==> src/hdl/xte_pkg.sv <==
// Shared types, constants and helpers for the XML text escaper.
// No dependencies; every module in hdl/ imports this package.
package xte_pkg;

   localparam int unsigned ESC_MAX_LEN = 6;                     // longest escape: &#xHH;
   localparam int unsigned IDX_W       = $clog2(ESC_MAX_LEN);
   localparam int unsigned TEXT_W      = 8 * ESC_MAX_LEN;

   localparam int unsigned QUEUE_DEPTH = 4;
   localparam int unsigned QPTR_W      = $clog2(QUEUE_DEPTH);
   localparam int unsigned QCNT_W      = $clog2(QUEUE_DEPTH + 1);

   // Escape text, left-aligned: first output character in the top byte.
   localparam logic [TEXT_W-1:0] ENT_LT   = {"&lt;", 16'h0000};
   localparam logic [TEXT_W-1:0] ENT_GT   = {"&gt;", 16'h0000};
   localparam logic [TEXT_W-1:0] ENT_AMP  = {"&amp;", 8'h00};
   localparam logic [TEXT_W-1:0] ENT_APOS = "&apos;";
   localparam logic [TEXT_W-1:0] ENT_QUOT = "&quot;";
   localparam logic [23:0]       NUM_HEAD = "&#x";
   localparam logic [7:0]        NUM_TAIL = ";";

   localparam logic [7:0] CH_TAB = 8'h09;
   localparam logic [7:0] CH_LF  = 8'h0A;
   localparam logic [7:0] CH_CR  = 8'h0D;
   localparam logic [7:0] CH_LT  = "<";
   localparam logic [7:0] CH_GT  = ">";
   localparam logic [7:0] CH_AMP = "&";
   localparam logic [7:0] CH_APO = "'";
   localparam logic [7:0] CH_QUO = "\"";
   localparam logic [7:0] CH_SPC = 8'h20;
   localparam logic [7:0] CH_NUL = 8'h00;

   // One classified input byte, as queued between front and back.
   typedef struct packed {
      logic [TEXT_W-1:0] text;      // characters of the run, first in top byte
      logic [IDX_W-1:0]  last_idx;  // run length minus one
      logic              fin;       // string_end of the input byte
      logic              null_err;  // input byte was zero
   } esc_entry_type;

   // Upper-case hex digit for a nibble.
   function automatic logic [7:0] hex_digit(input logic [3:0] nib);
      logic [7:0] ch;
      if (nib < 4'd10) begin
         ch = {4'h3, nib};
      end else begin
         ch = 8'h37 + {4'h0, nib};
      end
      return ch;
   endfunction

   // Character at position idx of a left-aligned run.
   function automatic logic [7:0] text_char(input logic [TEXT_W-1:0] text,
                                            input logic [IDX_W-1:0]  idx);
      logic [TEXT_W-1:0] shifted;
      shifted = text << {idx, 3'b000};
      return shifted[TEXT_W-1 -: 8];
   endfunction

endpackage

==> src/hdl/xte_if.sv <==
// Valid/ready channel interfaces for the XML text escaper.
// Depends on nothing; request carries one byte, response one character.
interface xte_req_if;
   logic       valid;
   logic       ready;
   logic [7:0] in_byte;
   logic       string_end;

   modport source (output valid, in_byte, string_end, input ready);
   modport sink   (input valid, in_byte, string_end, output ready);
endinterface

interface xte_rsp_if;
   logic       valid;
   logic       ready;
   logic [7:0] out_char;
   logic       run_last;
   logic       string_last;
   logic       null_error;

   modport source (output valid, out_char, run_last, string_last, null_error, input ready);
   modport sink   (input valid, out_char, run_last, string_last, null_error, output ready);
endinterface

==> src/hdl/xml_text_escaper.sv <==
// Top level of the XML text escaper: classifier, run queue and expander.
// Depends on xte_pkg, xte_if, xte_classify, xte_queue and xte_expand.
//
//   channel    dir  payload                                      role
//   req_chan   in   in_byte[7:0], string_end                     raw string bytes
//   rsp_chan   out  out_char[7:0], run_last, string_last,        escaped text, one
//                   null_error                                   character each
//
// One response character per cycle while rsp_chan.ready holds: a plain byte
// gives 1 character, an entity 4 to 6, set by the single expander output port.
// A request passes through the queue memory, then the expander output register.
// Reset clears the queue pointers and count, run index and output valid.
// A response stall holds the output register; the 4-entry run queue keeps
// taking requests until full, then deasserts req_chan.ready.
module xml_text_escaper
   import xte_pkg::*;
(
   input  logic      clock,
   input  logic      reset,
   xte_req_if.sink   req_chan,
   xte_rsp_if.source rsp_chan
);

   logic          q_push;
   logic          q_pop;
   logic          q_full;
   logic          q_empty;
   esc_entry_type q_entry;
   esc_entry_type q_head;

   xte_classify u_classify (
      .req_chan (req_chan),
      .q_full   (q_full),
      .q_push   (q_push),
      .q_entry  (q_entry)
   );

   xte_queue u_queue (
      .clock      (clock),
      .reset      (reset),
      .push       (q_push),
      .push_entry (q_entry),
      .pop        (q_pop),
      .full       (q_full),
      .empty      (q_empty),
      .head       (q_head)
   );

   xte_expand u_expand (
      .clock    (clock),
      .reset    (reset),
      .q_empty  (q_empty),
      .q_head   (q_head),
      .q_pop    (q_pop),
      .rsp_chan (rsp_chan)
   );

endmodule

==> src/hdl/xte_classify.sv <==
// Front end: accepts request transactions and classifies each byte into an
// escape run (text plus length). Depends on xte_pkg and xte_if.
module xte_classify
   import xte_pkg::*;
(
   xte_req_if.sink               req_chan,
   input  logic                  q_full,
   output logic                  q_push,
   output esc_entry_type         q_entry
);

   logic [7:0] b;
   logic       is_ctrl;

   assign b       = req_chan.in_byte;
   assign is_ctrl = (b < CH_SPC) && (b != CH_TAB) && (b != CH_LF) && (b != CH_CR)
                    && (b != CH_NUL);

   assign req_chan.ready = !q_full;
   assign q_push         = req_chan.valid && !q_full;

   always_comb begin
      q_entry.fin      = req_chan.string_end;
      q_entry.null_err = (b == CH_NUL);
      q_entry.text     = {b, {(TEXT_W-8){1'b0}}};
      q_entry.last_idx = '0;
      case (b)
         CH_LT: begin
            q_entry.text     = ENT_LT;
            q_entry.last_idx = IDX_W'(3);
         end
         CH_GT: begin
            q_entry.text     = ENT_GT;
            q_entry.last_idx = IDX_W'(3);
         end
         CH_AMP: begin
            q_entry.text     = ENT_AMP;
            q_entry.last_idx = IDX_W'(4);
         end
         CH_APO: begin
            q_entry.text     = ENT_APOS;
            q_entry.last_idx = IDX_W'(5);
         end
         CH_QUO: begin
            q_entry.text     = ENT_QUOT;
            q_entry.last_idx = IDX_W'(5);
         end
         default: begin
            if (is_ctrl) begin
               q_entry.text     = {NUM_HEAD, hex_digit(b[7:4]), hex_digit(b[3:0]), NUM_TAIL};
               q_entry.last_idx = IDX_W'(ESC_MAX_LEN - 1);
            end
         end
      endcase
   end

endmodule

==> src/hdl/xte_queue.sv <==
// Small FIFO of classified runs between the front and back ends.
// Depends on xte_pkg.
module xte_queue
   import xte_pkg::*;
(
   input  logic          clock,
   input  logic          reset,
   input  logic          push,
   input  esc_entry_type push_entry,
   input  logic          pop,
   output logic          full,
   output logic          empty,
   output esc_entry_type head
);

   esc_entry_type      mem_ff [QUEUE_DEPTH];
   logic [QPTR_W-1:0]  wr_ptr_ff, wr_ptr_in;
   logic [QPTR_W-1:0]  rd_ptr_ff, rd_ptr_in;
   logic [QCNT_W-1:0]  count_ff, count_in;
   logic               do_pop;

   assign full   = (count_ff == QCNT_W'(QUEUE_DEPTH));
   assign empty  = (count_ff == '0);
   assign head   = mem_ff[rd_ptr_ff];
   assign do_pop = pop && !empty;

   always_comb begin
      wr_ptr_in = push   ? wr_ptr_ff + 1'b1 : wr_ptr_ff;
      rd_ptr_in = do_pop ? rd_ptr_ff + 1'b1 : rd_ptr_ff;
      count_in  = count_ff;
      if (push && !do_pop) begin
         count_in = count_ff + 1'b1;
      end else if (do_pop && !push) begin
         count_in = count_ff - 1'b1;
      end
   end

   always_ff @(posedge clock) begin
      if (reset) begin
         wr_ptr_ff <= '0;
         rd_ptr_ff <= '0;
         count_ff  <= '0;
      end else begin
         wr_ptr_ff <= wr_ptr_in;
         rd_ptr_ff <= rd_ptr_in;
         count_ff  <= count_in;
      end
   end

   always_ff @(posedge clock) begin
      if (push) begin
         mem_ff[wr_ptr_ff] <= push_entry;
      end
   end

endmodule

==> src/hdl/xte_expand.sv <==
// Back end: walks the head run one character per cycle, unless the response
// stalls, into a registered response stage. Depends on xte_pkg and xte_if.
module xte_expand
   import xte_pkg::*;
(
   input  logic          clock,
   input  logic          reset,
   input  logic          q_empty,
   input  esc_entry_type q_head,
   output logic          q_pop,
   xte_rsp_if.source     rsp_chan
);

   logic [IDX_W-1:0] idx_ff, idx_in;
   logic             valid_ff, valid_in;
   logic [7:0]       char_ff, char_in;
   logic             run_last_ff, run_last_in;
   logic             str_last_ff, str_last_in;
   logic             null_ff, null_in;
   logic             load;
   logic             at_last;

   // Output stage takes a new character when empty or being drained.
   assign load    = !q_empty && (!valid_ff || rsp_chan.ready);
   assign at_last = (idx_ff == q_head.last_idx);
   assign q_pop   = load && at_last;

   always_comb begin
      idx_in      = idx_ff;
      valid_in    = valid_ff && !rsp_chan.ready;
      char_in     = char_ff;
      run_last_in = run_last_ff;
      str_last_in = str_last_ff;
      null_in     = null_ff;
      if (load) begin
         valid_in    = 1'b1;
         char_in     = text_char(q_head.text, idx_ff);
         run_last_in = at_last;
         str_last_in = at_last && q_head.fin;
         null_in     = q_head.null_err;
         idx_in      = at_last ? '0 : idx_ff + 1'b1;
      end
   end

   always_ff @(posedge clock) begin
      if (reset) begin
         idx_ff   <= '0;
         valid_ff <= 1'b0;
      end else begin
         idx_ff   <= idx_in;
         valid_ff <= valid_in;
      end
   end

   always_ff @(posedge clock) begin
      char_ff     <= char_in;
      run_last_ff <= run_last_in;
      str_last_ff <= str_last_in;
      null_ff     <= null_in;
   end

   assign rsp_chan.valid       = valid_ff;
   assign rsp_chan.out_char    = char_ff;
   assign rsp_chan.run_last    = run_last_ff;
   assign rsp_chan.string_last = str_last_ff;
   assign rsp_chan.null_error  = null_ff;

endmodule
==> src/flat_wrapper.sv <==
// flat-port wrapper written by rule: the top's interface ports become plain ports
module xml_text_escaper_flat import xte_pkg::*;
  (clock, reset, req_chan_valid, req_chan_in_byte, req_chan_string_end, req_chan_ready, rsp_chan_valid, rsp_chan_out_char, rsp_chan_run_last, rsp_chan_string_last, rsp_chan_null_error, rsp_chan_ready);
  xte_req_if req_chan_i ();
  xte_rsp_if rsp_chan_i ();
  input  logic clock;
  input  logic reset;
  input wire logic [$bits(req_chan_i.valid)-1:0] req_chan_valid;
  input wire logic [$bits(req_chan_i.in_byte)-1:0] req_chan_in_byte;
  input wire logic [$bits(req_chan_i.string_end)-1:0] req_chan_string_end;
  output wire logic [$bits(req_chan_i.ready)-1:0] req_chan_ready;
  output wire logic [$bits(rsp_chan_i.valid)-1:0] rsp_chan_valid;
  output wire logic [$bits(rsp_chan_i.out_char)-1:0] rsp_chan_out_char;
  output wire logic [$bits(rsp_chan_i.run_last)-1:0] rsp_chan_run_last;
  output wire logic [$bits(rsp_chan_i.string_last)-1:0] rsp_chan_string_last;
  output wire logic [$bits(rsp_chan_i.null_error)-1:0] rsp_chan_null_error;
  input wire logic [$bits(rsp_chan_i.ready)-1:0] rsp_chan_ready;
  assign req_chan_i.valid = req_chan_valid;
  assign req_chan_i.in_byte = req_chan_in_byte;
  assign req_chan_i.string_end = req_chan_string_end;
  assign req_chan_ready = req_chan_i.ready;
  assign rsp_chan_valid = rsp_chan_i.valid;
  assign rsp_chan_out_char = rsp_chan_i.out_char;
  assign rsp_chan_run_last = rsp_chan_i.run_last;
  assign rsp_chan_string_last = rsp_chan_i.string_last;
  assign rsp_chan_null_error = rsp_chan_i.null_error;
  assign rsp_chan_i.ready = rsp_chan_ready;
  xml_text_escaper u_core (.clock(clock), .reset(reset), .req_chan(req_chan_i), .rsp_chan(rsp_chan_i));
endmodule
==> config.mk <==
export PLATFORM = sky130hd
export DESIGN_NAME = xml_text_escaper_flat
export DESIGN_NICKNAME = d
export VERILOG_FILES = /design/src/hdl/xte_pkg.sv /design/src/hdl/xte_if.sv /design/src/hdl/xml_text_escaper.sv /design/src/hdl/xte_classify.sv /design/src/hdl/xte_queue.sv /design/src/hdl/xte_expand.sv /design/src/flat_wrapper.sv
export SDC_FILE = /design/constraint.sdc
export NUM_CORES = 1
export LEC_CHECK = 0
export ABC_AREA = 0
export CORE_MARGIN = 2
export CORE_UTILIZATION = 60
export CTS_CLUSTER_DIAMETER = 100
export CTS_CLUSTER_SIZE = 30
export DETAILED_ROUTE_END_ITERATION = 7
export DONT_BUFFER_PORTS = 1
export GPL_TIMING_DRIVEN = 0
export HOLD_SLACK_MARGIN = 0.02
export PLACE_DENSITY = 0.81
export SLEW_MARGIN = 15
export SYNTH_ARGS = -nofsm -noshare
export SYNTH_HDL_FRONTEND = slang
export SYNTH_SLANG_ARGS = --single-unit
==> constraint.sdc <==
create_clock -name clock -period 4.3 [get_ports clock]
set_input_delay 1.29 -clock clock [delete_from_list [all_inputs] [get_ports clock]]
set_output_delay 1.29 -clock clock [all_outputs]
set_load 0.05 [all_outputs]
# == After elaboration in Yosys (flattened, before gate mapping) ==
# Memories as Yosys holds them, arrays and structs flattened. A register that Yosys moved wholly into a read port is not among the register bits.
# Cells that the tools add are included.
# word_totals
latchBits,0
register_bits,22
mem_bits_rw,212
inputBits,13
mem_bits_ro,0
output_inout_bits,13
mem_count,1
# memory_table
name,depth,width,rd,rd_clocked_by_memory_dff,write_ports,line,source
u_core.u_queue.mem_ff,4,53,1,1,1,xte_queue.sv:16,esc_entry_type mem_ff [QUEUE_DEPTH];
# op_classes
eq_ne,10
bitwise,0
n_lt_le_gt_ge,3
n_mux,12
add_sub_neg,7
reduce_logical,23
multipliers,0
shifts,1
n_div,0
# op_table
cell,n
case mux 51 bit (5 select lines),1
two-way mux 51 bit,1
<< shifter 48 x 6 -> 48 bit,1
equality test 8 x 6 -> 1 bit (second input constant),5
!= test 8 x 4 -> 1 bit (second input constant),3
adder 6 x 4 -> 7 bit (first input constant),2
two-way mux 7 bit,2
logical AND 1 bit,12
two-way mux 3 bit,3
zero test 8 bit,1
less-than comparator 4 bit (second input constant),2
less-than comparator 8 x 6 -> 1 bit (second input constant),1
nonzero test 8 bit,1
adder 3 x 1 -> 3 bit (second input constant),2
zero test 1 bit,6
adder 2 x 1 -> 2 bit (second input constant),2
two-way mux 2 bit,2
equality test 3 bit,1
equality test 3 bit (second input constant),1
zero test 3 bit,1
two-way mux 1 bit,3
subtractor 3 x 1 -> 3 bit (second input constant),1
nonzero test 2 bit,1
logical OR 1 bit,1

# == Depth between registers and ports, before layout ==
# Gate-level depths: netlist of the first run.
# depth
depth_word,8
mapped_depth,12
mapped_depth_nobuf,11

# == Hierarchy ==
# From an unflattened synthesis of the first run, not the netlist that was laid out.
# unflattened
hier_cells,510
hier_area_um2,9825.7
# by_module_without_submodules
module,cells_per_inst,area_per_inst_um2,n_inst
xte_queue,321,8149.1,1
xte_expand,75,940.9,1
xte_classify,114,735.7,1

# == Worst setup path after synthesis of the first run ==
# Ideal clock, no wire load.
# synth_timing
path_kind,input-to-reg
startpoint,in rsp_chan_ready
endpoint,reg u_core.u_queue.count_ff[2]
t_required_ps,4230
setup_time_ps,70
arrival_time_ps,3617
cell_stages,11
path_slack_ps,613
cell_sequence,inv_1 > a21oi_1 > nand2_1 > nor3_4 > inv_1 > ha_1 > inv_1 > fa_1 > xor2_1 > or3_1 > a21oi_1
# synth_between
elab_chain_cells,7
# synth_lines
item,line,source
from (decl),flat_wrapper.sv:17,input wire logic [$bits(rsp_chan_i.ready)-1:0] rsp_chan_ready;
logical OR 1 bit (*),xte_expand.sv:24,assign load = !q_empty && (!valid_ff || rsp_chan.ready);
logical AND 1 bit (*),xte_expand.sv:24,
via u_core.u_expand.load,xte_expand.sv:20,logic load;
logical AND 1 bit (*),xte_expand.sv:26,assign q_pop = load && at_last;
logical AND 1 bit (*),xte_queue.sv:25,assign do_pop = pop && !empty;
zero test 1 bit,xte_queue.sv:31,if (push && !do_pop) begin
logical AND 1 bit,xte_queue.sv:31,
two-way mux 3 bit or nonzero test 2 bit (tied branches),--,
to (signal assigned),xte_queue.sv:46,count_ff <= count_in;
to (decl),xte_queue.sv:19,"logic [QCNT_W-1:0] count_ff, count_in;"
# The timed path passes the listed nets; every way through them passes the cells marked *.
# A chain may end at the register's enable or synchronous reset.

==> impl_metrics.ini, run 1 <==
[timing]
hold_viol_final = 0
worst_slack_ps = 1070
slew_headroom_pct = 41.1
tightest_slew_ps = 872
skew_ps = 3.57
layout_min_cycle_time_ps = 3230
setup_tns_ps = 0
period_share_pct = 75.0
rsz0062_at_grt = false
max_freq_ghz = 0.310
finalSetupViolCount = 0
maxSlewViolCount = 0

[floorplan]
dieHeight_um = 115
coreArea_um2 = 12000
die_x_um = 115
die_area_um2 = 13100
start_util_pct = 61.4
row_count = 40
num_io_pins = 26

[finish]
n_antenna_cell = 0
drive_above_1_share_pct = 18.4
fin_cells = 624
fillCellCount = 783
finalNetCount = 494
area_growth_pct = 11.1

[power]
p_per_area_nw_per_um2 = 609
ir_worst_vdd_mv = 0.276
leakagePower_nw = 2.92
power_mw = 4.96

[worst_setup_path]
r2r-end = u_core.u_queue.count_ff[2]$_SDFFE_PP0P_
end_kind = register
rrSetupSlack_ps = 1420
crit_arrival_ps = 3330
path_class = input pin to register
path_max_fanout = 10
r2r_start = u_core.u_expand.rsp_chan.valid$_SDFF_PP0_
reg2regPathDepth = 10
cp.required_ps = 4400
crit_path_start_kind = input pin

[synth]
postSynthCellCount = 442
synth.distinct_cells = 55
synth-main-ff-cell = edfxtp_1
synth_nets = 471
synth-edff-count = 159
ys_seq_elements = 172
async_reset_ff_share_pct = 0
seq_area_frac_synth_pct = 68.6
yosys_warnings = 0
synth.avg_cell_area_um2 = 16.6
netlist_area_um2 = 7340

[placed_design]
gp_congestion = 0.843
dp_hpwl_mm = 9.36
dp_cells = 593
port_buffers = 0
place_ws_ps = 681

[global_route]
grt_start_max_net_pins = 26
overflow = 0
grt_pass1_wl_mm = 21.8
antenna_found_initial = 0
track_usage_pct = 23.7
grt_pass1_vias = 3954

[flow_run]
drv_cap = 0

[routing]
initialDrtViolationCount = 516
dr.pass1.iters = 5
routed_wl_mm = 14.1
ant_nets = 0
drcViolationCount = 0
vias = 3947
vias_per_cell = 6.33
routedWlPerCell_um = 22.6

[clock_network]
cts_setup_buffers = 0
cts-resized-gates = 0
numCtsBuffers = 17
cts-root-buf = clkbuf_16
ctsHoldBuffers = 0
htree_levels = 4
cts_tree = done
clk_latency_ps = 420
cts_sinks = 172
cts_buffer_depth = 2
cts.reportedPaths.clkPinSlew_ps = 60

[worst_hold_path]
holdPathEnd = u_core.u_queue.count_ff[2]$_SDFFE_PP0P_
min_from = u_core.u_queue.count_ff[2]$_SDFFE_PP0P_
hold_class = register to register
holdPathStages = 2

[outcome]
status = completed
-- logic make-up after synthesis --
group / count (synthesis) / synth area share (%)
compound gates: 53 / 4.94
buf+inv: 44 / 2.63
simple gates: 97 / 6.87
flops: 172 / 68.6
fa+ha+maj: 16 / 2.83
xor+xnor: 6 / 0.818
mux: 54 / 13.3
-- stage by stage --
step / util [%] / hold slack [ps] / instance area [um^2]
2_1_floorplan: - / 471 / 7340
3_3_place_gp: 62.9 / 490 / 7520
3_5_place_dp: 63.8 / 502 / 7630
4_1_cts: 68.2 / 511 / 8150
5_1_grt: 68.2 / 590 / 8150
6_report: 68.2 / 511 / 8150
-- registers in the layout (all words and copies together) (netlist names), named ones only --
register                              cells
u_core.u_queue.wr_ptr_ff                  2
u_core.u_expand.idx_ff                    3
u_core.u_expand.rsp_chan.string_last      1
u_core.u_queue.rd_ptr_ff                  2
u_core.u_expand.rsp_chan.out_char         8
u_core.u_expand.rsp_chan.run_last         1
u_core.u_queue.count_ff                   3
u_core.u_expand.rsp_chan.valid            1
u_core.u_queue.mem_ff                   148
u_core.u_expand.rsp_chan.null_error       1
-- cell usage after synthesis (3+ instances only) --
cell type  instances  area [um^2]
edfxtp_1         159         4770
nand2_1           41          154
mux4_2            34          766
inv_1             23         86.3
ha_1              15          188
mux2i_1           14          140
nor2_1            14         52.6
dfxtp_1           13          260
o21ai_0           13         65.1
a21oi_1           12         60.1
clkbuf_1           9         33.8
and2_1             8         50.1
buf_2              7         35.0
nor2b_1            7         43.8
and3_1             6         37.5
nor3_1             5         25.0
a21o_1             3         22.5
a221oi_1           3         26.3
buf_4              3         22.5
mux2_1             3         33.8
nand3_1            3         15.0
o31ai_1            3         22.5
xnor2_1            3         26.3
-- per-layer routing --
| metal | GRT usage, % | wire [um] | up-vias |
|---|---|---|---|
| met4 | 9.43 | 275 | 0 |
| met1 | 32.0 | 5860 | 1982 |
| li1 | - | - | 1763 |
| met2 | 37.8 | 6970 | 180 |
| met5 | 0 | 0 | - |
| met3 | 5.40 | 1020 | 22 |
-- worst max path at each step --
stage | cells after the start | slack (ps) | from | endpoint
after floorplan | 11 | 610 | rsp_chan_ready | u_core.u_queue.count_ff[2]$_SDFFE_PP0P_
after global placement | 11 | 280 | rsp_chan_ready | u_core.u_queue.count_ff[2]$_SDFFE_PP0P_
after detailed placement | 11 | 680 | rsp_chan_ready | u_core.u_queue.count_ff[2]$_SDFFE_PP0P_
after CTS | 11 | 1130 | rsp_chan_ready | u_core.u_queue.count_ff[2]$_SDFFE_PP0P_
after global routing | 11 | 840 | rsp_chan_ready | u_core.u_queue.count_ff[2]$_SDFFE_PP0P_
final | 8 | 1070 | req_chan_in_byte[4] | u_core.u_queue.mem_ff[1][19]$_DFFE_PP_
-- final cells by class --
class                   count  area, um^2  area share (%)
plain buffers              21         106            1.30
clock buffers              22         444            5.45
clock inverters             9        73.8           0.905
inverters                  23        86.3            1.06
multi-input cells         226        2120            26.0
flip-flops and latches    172        5030            61.8
well taps                 147         184            2.26
repair buffers              4         103            1.26
-- cell usage in the layout (no fill, tap or decap), types with 2 or more instances in the layout --
| cell | netlist | layout |
|---|---|---|
| a21o_1 | 3 | 3 |
| a21oi_1 | 12 | 11 |
| a221oi_1 | 3 | 3 |
| and2_1 | 8 | 8 |
| and3_1 | 6 | 2 |
| and3_2 | 0 | 4 |
| buf_16 | 0 | 3 |
| buf_2 | 7 | 7 |
| buf_4 | 3 | 3 |
| clkbuf_1 | 9 | 14 |
| clkbuf_16 | 0 | 17 |
| clkinv_1 | 0 | 2 |
| clkinv_2 | 0 | 3 |
| dfxtp_1 | 13 | 13 |
| edfxtp_1 | 159 | 159 |
| ha_1 | 15 | 15 |
| inv_1 | 23 | 23 |
| mux2_1 | 3 | 3 |
| mux2_2 | 2 | 2 |
| mux2i_1 | 14 | 14 |
| mux4_2 | 34 | 34 |
| nand2_1 | 41 | 41 |
| nand2b_1 | 2 | 2 |
| nand3_1 | 3 | 3 |
| nand3b_1 | 2 | 2 |
| nor2_1 | 14 | 14 |
| nor2b_1 | 7 | 7 |
| nor3_1 | 5 | 5 |
| nor4b_2 | 2 | 2 |
| o211ai_1 | 2 | 2 |
| o21ai_0 | 13 | 13 |
| o21ai_1 | 2 | 2 |
| o221a_4 | 2 | 2 |
| o22ai_1 | 2 | 2 |
| o31ai_1 | 3 | 3 |
| xnor2_1 | 3 | 3 |
| xor2_1 | 2 | 2 |
-- power by group --
part	leakage, nW	total [mW]	internal [mW]	switching, mW
clock network	0.249	1.35	0.784	0.566
registers	1.63	2.44	2.14	0.296
logic	1.05	1.18	0.505	0.672
-- worst max-delay path, cell delays in order --
cell,delay [ps]
inv_1,100
ha_1,170
nor4b_2,500
a21oi_1,90
o21ai_1,460
or2_1,240
buf_2,270
o21ai_1,190
No activity file was read; power rests on OpenSTA's default activity.
==> run 2, diff against run 1 <==
Settings changed: ABC_AREA 0 to 1.
Clock period 4.3 ns to 3.25 ns, I/O delays scaled along.
==> run 2 against run 1 <==
- critical path depth increased by 3
- worst setup slack worse by 660 ps
- routed wire length increased by 21%
- first-iteration DRC count up 40%
- utilization grew 0.96 points
- clock power rose by 52%
- clock-buffer cell count is 4 lower
- cell count grew 33%
- synthesized area is 0.95% higher
- clock skew up 6.2 ps
- sequential cell count stayed put
- sequential share of layout area is 1.1 points lower
==> impl_metrics.ini, run 2 <==
[worst_setup_path]
path_class = register to register
reg2regPathDepth = 11
r2r-end = u_core.u_queue.count_ff[2]$_SDFFE_PP0P_
crit_arrival_ps = 3150
slowest_delay_ps = 640
cp_top_family = compound AO/OA/AOI/OAI gates
path_max_fanout = 15
path_cells = inv_1 > o21ai_1 > inv_2 > nand4_2 > ha_1 > inv_1 > fa_1 > a21oi_1 > o21ai_0 > o21ai_0 > a21oi_1
cp.required_ps = 3570
critPathSlowestCell = dfxtp_1
crit_path_start_kind = register
end_kind = register
r2r_start = u_core.u_expand.rsp_chan.valid$_SDFF_PP0_
crit_buf_inv = 3
rrSetupSlack_ps = 420

[global_route]
grt_pass1_vias = 4979
grt_pass1_wl_mm = 26.2
antenna_found_initial = 0
grt_start_max_net_pins = 24
met1_usage_pct = 36.5
grt_util_met2_pct = 41.8
gr-usage-met3_pct = 6.17
overflow = 0
busiest_layer = met2
track_usage_pct = 27.4

[synth]
synth.avg_cell_area_um2 = 11.4
seq_area_frac_synth_pct = 68.0
synth.distinct_cells = 34
synth_nets = 679
synth_top_cell_area_share_pct = 64.4
synth.most_common_cell = edfxtp_1
yosys.area.top_type = edfxtp_1
netlist_area_um2 = 7410
synthTopCellsByCount = edfxtp_1 (159), nand2_1 (103), nor2_1 (83)
synthTopCellsByArea = edfxtp_1 (64%), o21ai_0 (5.3%), nand2_1 (5.2%)
ys_seq_elements = 172
yosys_warnings = 0
async_reset_ff_share_pct = 0
synth-main-ff-cell = edfxtp_1
postSynthCellCount = 650
synth-edff-count = 159

[clock_network]
htree_levels = 4
cts-resized-gates = 0
ctsHoldBuffers = 0
numCtsBuffers = 17
cts_tree = done
cts-root-buf = clkbuf_16
cts_setup_buffers = 0
cts.reportedPaths.clkPinSlew_ps = 70
clk_latency_ps = 430
cts_buffer_depth = 2
cts_sinks = 172

[timing]
period_share_pct = 87.1
finalSetupViolCount = 0
hold_viol_final = 0
slew_headroom_pct = 53.7
worst_slack_ps = 418
maxSlewViolCount = 0
layout_min_cycle_time_ps = 2830
fin_hold_ws_ps = 495
rsz0062_at_grt = false
max_freq_ghz = 0.353
tightest_slew_ps = 689
skew_ps = 9.77

[outcome]
status = completed

[placed_design]
port_buffers = 0
dp_cells = 801
place_area_um2 = 7700
place_ws_ps = -99.1
dp_hpwl_mm = 11.2
gp_congestion = 0.905

[worst_hold_path]
min_from = u_core.u_queue.rd_ptr_ff[0]$_SDFFE_PP0P_
holdPathStages = 2
hold_class = register to register

[finish]
final_cell_mix = edfxtp_1 (159), nand2_1 (103), nor2_1 (79), o21ai_0 (77), inv_1 (48)
largest_reg_flops = 148
layout.cells.most_common = edfxtp_1
n_antenna_cell = 0
area_growth_pct = 12.0
largest_register = u_core.u_queue.mem_ff
design_area_um2 = 8300
fin_cells = 833
finalNetCount = 702
drive_above_1_share_pct = 11.7

[routing]
initialDrtViolationCount = 722
routed_wl_mm = 17.1
dr.pass1.iters = 6
vias = 5225
ant_nets = 0
routedWlPerCell_um = 20.5
vias_per_cell = 6.27
drcViolationCount = 0

[floorplan]
start_util_pct = 61.7
die_area_um2 = 13300
die_x_um = 115
row_count = 40
dieHeight_um = 115
coreArea_um2 = 12000
num_io_pins = 26

[power]
p_per_area_nw_per_um2 = 825
leakagePower_nw = 3.20
ir_worst_vdd_mv = 0.509

[flow_run]
drv_cap = 0
==> run 2: where the power goes <==
part           internal (mW)  switching [mW]  total (mW)
combinational          0.437            1.15        1.59
sequential              2.82           0.394        3.21
clock                   1.21           0.837        2.05
total                   4.47            2.38        6.85
==> run 2: cell families after synthesis <==
logic type | share of synthesized area (%)
and+or+nand+nor | 14.5
buffers and inverters | 4.95
AOI/OAI and AO/OA | 9.46
adders and majority gates | 2.80
DFF | 68.0
xor gates and xnor gates | 0.355
==> run 2: worst max-delay path by stage <==
stage                                                   start                                       to  slack [ps]  depth (start not counted)
finish              u_core.u_expand.rsp_chan.valid$_SDFF_PP0_  u_core.u_queue.count_ff[2]$_SDFFE_PP0P_         420                         11
global route        u_core.u_expand.rsp_chan.valid$_SDFF_PP0_  u_core.u_queue.count_ff[2]$_SDFFE_PP0P_         130                         11
CTS                 u_core.u_expand.rsp_chan.valid$_SDFF_PP0_  u_core.u_queue.count_ff[2]$_SDFFE_PP0P_          80                         11
detailed placement                             rsp_chan_ready  u_core.u_queue.count_ff[2]$_SDFFE_PP0P_        -100                         10
global placement      u_core.u_queue.count_ff[0]$_SDFFE_PP0P_   u_core.u_queue.mem_ff[0][27]$_DFFE_PP_       -1250                          4
floorplan                                      req_chan_valid    u_core.u_queue.mem_ff[0][0]$_DFFE_PP_          80                          2
==> run 2: metal layers <==
| layer | vias up | routed length [um] |
|---|---|---|
| met1 | 2483 | 6360 |
| met4 | 0 | 667 |
| met2 | 371 | 8220 |
| met3 | 49 | 1830 |
| li1 | 2322 | - |
| met5 | - | 0 |
==> run 2: worst reg2reg max path, delay by kind of cell, from the launching register on <==
| family | cells | cell delay (ps) |
|---|---|---|
| buf+inv | 3 | 430 |
| simple gates | 1 | 210 |
| flops | 1 | 640 |
| compound gates | 5 | 900 |
| fa+ha+maj | 2 | 530 |
==> run 2: stage by stage <==
| step | TNS (ps) | util (%) | total power, mW |
|---|---|---|---|
| final | 0 | 69.1 | 6.85 |
| after global routing | 0 | 69.1 | 7.10 |
| after floorplan | 0 | - | 4.25 |
| after detailed placement | -99.1 | 64.1 | 4.79 |
| after CTS | 0 | 69.1 | 6.81 |
| after global placement | -181700 | 63.2 | 4.68 |
==> run 2: final cells by class <==
class | instances | area (um^2)
multi-input combinational | 392 | 2040
clock buffer | 18 | 429
timing repair buffer | 4 | 80.1
fill | 811 | 3710
tap | 147 | 184
buffer | 28 | 146
sequential | 172 | 5030
clock inverter | 14 | 169
inverter | 58 | 220
==> run 3, diff against run 2 <==
Settings changed: ABC_AREA 1 to not set.
==> run 3 against run 2 <==
- die area decreased by 0.91%
- combinational power down 3%
- critical path depth shrank 5
- worst setup slack got worse by 47 ps
- routed wire length down 17%
- utilization fell by 0.42 points
- sequential power is essentially flat
- critical endpoint is now u_core.u_queue.mem_ff[0][16]$_DFFE_PP_
- largest power group unchanged
==> impl_metrics.ini, run 3 (synthesis gave the netlist of run 1 again) <==
[timing]
maxSlewViolCount = 0
hold_viol_final = 0
layout_min_cycle_time_ps = 2880
skew_ps = 11.5
period_share_pct = 88.6
rsz0062_at_grt = false
max_freq_ghz = 0.347
slew_headroom_pct = 38.0
tightest_slew_ps = 918
worst_slack_ps = 372
finalSetupViolCount = 0

[global_route]
grt_start_max_net_pins = 25
grt_util_met2_pct = 40.0
overflow = 0
grt_pass1_vias = 4021
busiest_layer = met2
antenna_found_initial = 0
grt_pass1_wl_mm = 22.2
met1_usage_pct = 29.7
track_usage_pct = 24.2
gr-usage-met3_pct = 7.99

[routing]
drcViolationCount = 0
dr.pass1.iters = 6
routedWlPerCell_um = 22.8
ant_nets = 0
routed_wl_mm = 14.2
vias_per_cell = 6.31
initialDrtViolationCount = 454
vias = 3941

[finish]
area_growth_pct = 12.0
largest_register = u_core.u_queue.mem_ff
largest_reg_flops = 148
drive_above_1_share_pct = 19.7
finalNetCount = 494
design_area_um2 = 8220
layout.cells.most_common = edfxtp_1
n_antenna_cell = 0
final_cell_mix = edfxtp_1 (159), nand2_1 (41), mux4_2 (34), inv_1 (23), clkbuf_16 (17)

[floorplan]
row_count = 40
start_util_pct = 61.4
num_io_pins = 26
die_area_um2 = 13100
dieHeight_um = 115
coreArea_um2 = 12000
die_x_um = 115

[clock_network]
htree_levels = 4
cts_setup_buffers = 0
ctsHoldBuffers = 0
cts_sinks = 172
cts.reportedPaths.clkPinSlew_ps = 60
cts_buffer_depth = 2
clk_latency_ps = 430
numCtsBuffers = 17
cts-root-buf = clkbuf_16
cts_tree = done
cts-resized-gates = 0

[placed_design]
place_ws_ps = -20.2
gp_congestion = 0.855
place_area_um2 = 7620
port_buffers = 0
dp_hpwl_mm = 9.37

[worst_hold_path]
hold_class = register to register

[power]
ir_worst_vdd_mv = 0.417
p_per_area_nw_per_um2 = 828
leakagePower_nw = 2.96

[worst_setup_path]
cp.required_ps = 3360
end_kind = register
path_max_fanout = 10
crit_arrival_ps = 2980
path_class = input pin to register
crit_path_start_kind = input pin

[outcome]
status = completed

[flow_run]
drv_cap = 0
-- run 3: cell count changes in the layout (fill, tap and decap cells not counted), sizes merged, moves of 23 or more --
cell   previous run  this run
o21ai            82        15
nand3            35         3
nand2           107        41
nor2             86        14
inv              61        26
mux4              0        34
o22ai            25         2
-- run 3: path summary, 6_finish.rpt --
path | from | cells after the start | slack, ps | end
setup / recovery | req_chan_in_byte[3] | 6 | 370 | u_core.u_queue.mem_ff[0][16]$_DFFE_PP_
hold / removal | u_core.u_queue.count_ff[2]$_SDFFE_PP0P_ | 2 | 510 | u_core.u_queue.count_ff[2]$_SDFFE_PP0P_
setup reg to reg | u_core.u_expand.rsp_chan.valid$_SDFF_PP0_ | 9 | 450 | u_core.u_queue.count_ff[1]$_SDFFE_PP0P_
hold reg to reg | u_core.u_queue.count_ff[2]$_SDFFE_PP0P_ | 2 | 510 | u_core.u_queue.count_ff[2]$_SDFFE_PP0P_
-- run 3: metrics by stage --
step	setup TNS (ps)	hold WS (ps)	total power, mW	util [%]	instances
after floorplan	0	471	4.39	-	442
after global placement	0	481	4.72	62.9	589
after detailed placement	-30.7	507	4.82	63.7	593
after CTS	0	515	6.84	68.7	625
after global routing	0	592	7.09	68.7	625
final	0	506	6.80	68.7	625
-- run 3: critical path, stage by stage --
cell      delay (ps)
buf_2            160
and4bb_1         260
a32oi_1          240
o21ai_1          250
or2_1            340
o41ai_1          760
-- run 3: area by class of cell --
cell class,count,area (um^2)
sequential,172,5030
fill,759,3740
multi-input combinational,226,2120
clock buffer,17,425
tap,147,184
clock inverter,15,171
buffer,21,106
timing repair buffer,4,87.6
inverter,23,86.3
-- run 3: per-layer routing --
| layer | routed length [um] | share of wire [%] |
|---|---|---|
| met1 | 5490 | 39 |
| met2 | 7290 | 51 |
| met3 | 1140 | 8.0 |
| met4 | 315 | 2.2 |
| met5 | 0 | 0 |
-- run 3: report_power, final --
group	internal, mW	switching [mW]
combinational	0.663	0.889
clock	1.21	0.822
sequential	2.83	0.390
